--- src/hdl/assert_macros.svh ---
// Assertion helpers shared by the RTL.
`ifndef ASSERT_MACROS_SVH
`define ASSERT_MACROS_SVH

// Implication checked at every clock edge outside reset.
`define ASSERT_IMPLY(label, clk, rst, a, b, msg) \
  label: assert property (@(posedge clk) disable iff (rst) (a) |-> (b)) else $error(msg);

// Implication checked in the next cycle.
`define ASSERT_NEXT(label, clk, rst, a, b, msg) \
  label: assert property (@(posedge clk) disable iff (rst) (a) |=> (b)) else $error(msg);

`endif

--- src/hdl/pgcg_pkg.sv ---
package pgcg_pkg;

  localparam int AxisMax    = 16;
  localparam int StoreDepth = 4096;
  localparam int FracBits   = 16;

  localparam int AxisW  = $clog2(AxisMax);          // coordinate width
  localparam int SizeW  = AxisW + 1;                // size value width
  localparam int AddrW  = $clog2(StoreDepth);
  localparam int IndexW = 12;
  localparam int DataW  = 32;
  localparam int RegW   = 32;

  // Register indexes.
  localparam logic [2:0] RegSizeX = 3'd0;
  localparam logic [2:0] RegSizeY = 3'd1;
  localparam logic [2:0] RegSizeZ = 3'd2;
  localparam logic [2:0] RegInvX  = 3'd3;
  localparam logic [2:0] RegInvY  = 3'd4;
  localparam logic [2:0] RegInvZ  = 3'd5;

  localparam logic OpWrite = 1'b0;
  localparam logic OpQuery = 1'b1;

endpackage

--- src/hdl/pgcg_scale.sv ---
// Scales one neighbor difference by an unsigned factor, rounds half away
// from zero and saturates. Two registered stages.
module pgcg_scale (
  input  logic                              clk,
  input  logic signed [pgcg_pkg::DataW:0]   diff,
  input  logic [pgcg_pkg::RegW-1:0]         factor,
  output logic signed [pgcg_pkg::DataW-1:0] result
);

  localparam int MagW  = pgcg_pkg::DataW + 1;
  localparam int ProdW = MagW + pgcg_pkg::RegW;

  logic             neg;
  logic [MagW-1:0]  mag;
  logic [ProdW-1:0] prod;
  logic [ProdW-1:0] rnd;
  logic [ProdW-1:0] shifted;

  assign mag = diff[pgcg_pkg::DataW] ? MagW'(-diff) : MagW'(diff);

  always_ff @(posedge clk) begin
    prod <= ProdW'(mag) * ProdW'(factor);
    neg  <= diff[pgcg_pkg::DataW];
  end

  always_comb begin
    rnd = prod;
    if (pgcg_pkg::FracBits > 0) begin
      rnd = prod + (ProdW'(1) << (pgcg_pkg::FracBits - 1));
    end
    shifted = rnd >> pgcg_pkg::FracBits;
  end

  always_ff @(posedge clk) begin
    if (neg) begin
      if (shifted >= ProdW'(64'h8000_0000)) begin
        result <= 32'sh8000_0000;
      end else begin
        result <= -$signed(shifted[pgcg_pkg::DataW-1:0]);
      end
    end else begin
      if (shifted > ProdW'(64'h7FFF_FFFF)) begin
        result <= 32'sh7FFF_FFFF;
      end else begin
        result <= $signed(shifted[pgcg_pkg::DataW-1:0]);
      end
    end
  end

endmodule
--- config.mk ---
export PLATFORM = sky130hd
export DESIGN_NAME = pgcg_scale
export DESIGN_NICKNAME = d
export VERILOG_FILES = /design/src/hdl/assert_macros.svh /design/src/hdl/pgcg_pkg.sv /design/src/hdl/pgcg_scale.sv
export SDC_FILE = /design/constraint.sdc
export NUM_CORES = 2
export LEC_CHECK = 0
export BUFFER_PORTS_ARGS = -buffer_cell sky130_fd_sc_hd__clkbuf_2
export CAP_MARGIN = 20
export CORE_UTILIZATION = 55
export CTS_CLUSTER_SIZE = 20
export DETAILED_ROUTE_END_ITERATION = 8
export GPL_TIMING_DRIVEN = 1
export PLACE_DENSITY = 0.72
export SYNTH_ARGS = -nofsm -noshare
export SYNTH_HDL_FRONTEND = slang
export SYNTH_SLANG_ARGS = --single-unit
export TNS_END_PERCENT = 10
--- constraint.sdc ---
create_clock -name clk -period 23.7 [get_ports clk]
set_clock_uncertainty 0.1 [all_clocks]
set_input_delay 7.11 -clock clk [delete_from_list [all_inputs] [get_ports clk]]
set_output_delay 7.11 -clock clk [all_outputs]
set_load 0.1 [all_outputs]
==> flow_summary.json <==
{
  "yosysMostFrequentCell": "inv_1",
  "hold_viol": 0,
  "slew_viol_final": 0,
  "drtIter0Drc": 1868,
  "rsz0062_at_grt": "no",
  "wl_per_cell_um": 18.62,
  "synthToLayoutAreaGrowth_pct": 4.037,
  "grt_pass1_wl_mm": 163.5,
  "final_cells": 5219,
  "period_minus_slack_ns": 17.37,
  "cts_root_buf": "clkbuf_16",
  "cts_setup_buffers": 0,
  "routed_wl_mm": 97.20,
  "cap_violations": 0,
  "cpMaxStageDelayCell": "o21ai_0",
  "setup_viol": 0,
  "clock_sinks": 83,
  "dp_cells": 5203,
  "grt_max_degree": 51,
  "async_reset_ff_share_pct": 0,
  "n_antenna_cell": 0,
  "synth_nets": 5624,
  "start_kind": "input pin",
  "worstHoldPathType": "flip-flop to flip-flop",
  "grt_pass1_vias": 31370,
  "utilization_pct": 57.92,
  "yosysWarnings": 0,
  "synth_common_cells": "inv_1 (953), fa_1 (925), and2_1 (629), nand2_1 (528), ha_1 (265)",
  "final_critical_path_setup_slack_ns": 6.334,
  "antenna_found_initial": 1,
  "worstPathArrival_ns": 17.50,
  "die_area_um2": 71950,
  "clock_latency_ns": 0.34,
  "synth_area_um2": 38980,
  "cts.repair.resized": 0,
  "ys_ff_latch": 83,
  "tns_ns": 0,
  "nets": 5530,
  "cts_tree": "done",
  "core.rowCount": 97,
  "path_max_fanout": 32,
  "cpMostUsedCell": "fa_1",
  "core_region_area_um2": 70030,
  "crit_path_max_incr_delay_ns": 0.59,
  "via_count": 29150,
  "vias_per_cell": 5.586,
  "die_h_um": 268.2,
  "crit_type": "input pin to flip-flop",
  "grt.total_usage_pct": 28.76,
  "synth_seq_area_share_pct": 4.262,
  "numCtsBuffers": 9,
  "route.detailed.drc": 0,
  "synth_cell_type_count": 79,
  "io_pins": 98,
  "crit_required_ns": 23.83,
  "port_buffers": 97,
  "first_pass_iters": 5,
  "antenna_left": 0,
  "drive_gt1_share_pct": 4.954,
  "avgSynthCellArea_um2": 8.925,
  "yosysTopAreaCellShare_pct": 47.50,
  "start_util_pct": 55.67,
  "yosysTopAreaCell": "fa_1",
  "post-place-ws_ns": 5.940,
  "status": "completed",
  "die_w_um": 268.2,
  "synth.area.top_cells": "fa_1 (48%), and2_1 (10%), inv_1 (9.2%)",
  "clk_pin_slew_ns": 0.06,
  "postSynthCellCount": 4368,
  "synth_ff_type": "dfxtp_1",
  "synth-edff-count": 0,
  "finalCritPeriodShare_pct": 73.28,
  "slew_headroom_pct": 31.93,
  "fmax_mhz": 57.58,
  "place_hpwl_mm": 79.16,
  "htree_levels": 3,
  "cp-end-kind": "flip-flop",
  "grt.overflow.total": 0,
  "tightest_slew_ns": 1.021,
  "clk_path_buf_depth": 2,
  "routabilityCongestion": 0.9314,
  "hold_buffers": 0
}
==> cell usage in the layout (no fill, tap or decap), types with 27 or more instances in the layout <==
cell type / count
a21o_1: 28
a21oi_1: 83
and2_1: 629
and3_1: 27
buf_4: 38
clkbuf_2: 97
dfxtp_1: 83
fa_1: 925
ha_1: 265
inv_1: 953
nand2_1: 528
nand3_1: 48
nand4_1: 29
nor2_1: 60
o21ai_0: 54
xnor2_1: 57
xor2_1: 38
==> routing by layer <==
metal | up-vias | track usage [%] | part of all wire (%)
li1 | 12850 | - | -
met1 | 15180 | 37.29 | 40
met2 | 934 | 51.34 | 52
met3 | 190 | 2.566 | 5.4
met4 | 0 | 8.015 | 2.8
met5 | - | 0 | 0
==> critical path: cells and delay by family <==
family,cells,cell delay [ns]
fa+ha+maj,9,4.52
compound gates,8,2.31
xor+xnor,1,0.16
buf+inv,6,0.70
simple gates,7,2.67
==> path summary, 6_finish.rpt <==
path,start,to,slack [ns],cells past startpoint
setup reg to reg,prod[25]$_DFF_P_,result[6]$_DFF_P_,18.99,9
setup / recovery,diff[3],prod[63]$_DFF_P_,6.33,31
hold reg to reg,prod[38]$_DFF_P_,result[22]$_DFF_P_,0.60,2
hold / removal,prod[38]$_DFF_P_,result[22]$_DFF_P_,0.60,2
==> area by class of cell <==
class | instances | area, um2
repair buffers | 135 | 770.7
clock inverters | 7 | 116.4
multi-input cells | 3092 | 33030
clock buffers | 9 | 225.2
inverters | 953 | 3577
flip-flops and latches | 83 | 1662
fillers | 6240 | 29470
well taps | 940 | 1176
==> logic make-up after synthesis <==
| kind of cell | count (synthesis) | share of synthesized area (%) |
|---|---|---|
| muxes | 4 | 0.1123 |
| xor gates and xnor gates | 125 | 2.808 |
| buffers and inverters | 1193 | 11.60 |
| DFF | 83 | 4.262 |
| and+or+nand+nor | 1445 | 19.55 |
| adders and majority gates | 1190 | 56.01 |
| AOI/OAI and AO/OA | 328 | 5.658 |
==> through the flow <==
| step | instance area, um2 | hold WS, ns |
|---|---|---|
| after global routing | 40560 | 0.6522 |
| after floorplan | 38980 | 0.4567 |
| after detailed placement | 40220 | 0.6032 |
| after global placement | 40220 | 0.6080 |
| final | 40560 | 0.5985 |
| after CTS | 40560 | 0.6148 |
==> flip-flops by register name (all words and copies together), names as in the netlist <==
register	cells
prod	50
result	32
neg	1
Power is left out: the tool's default activity adds up to more than one toggle a clock period on the data nets, which glitch-free logic cannot reach.
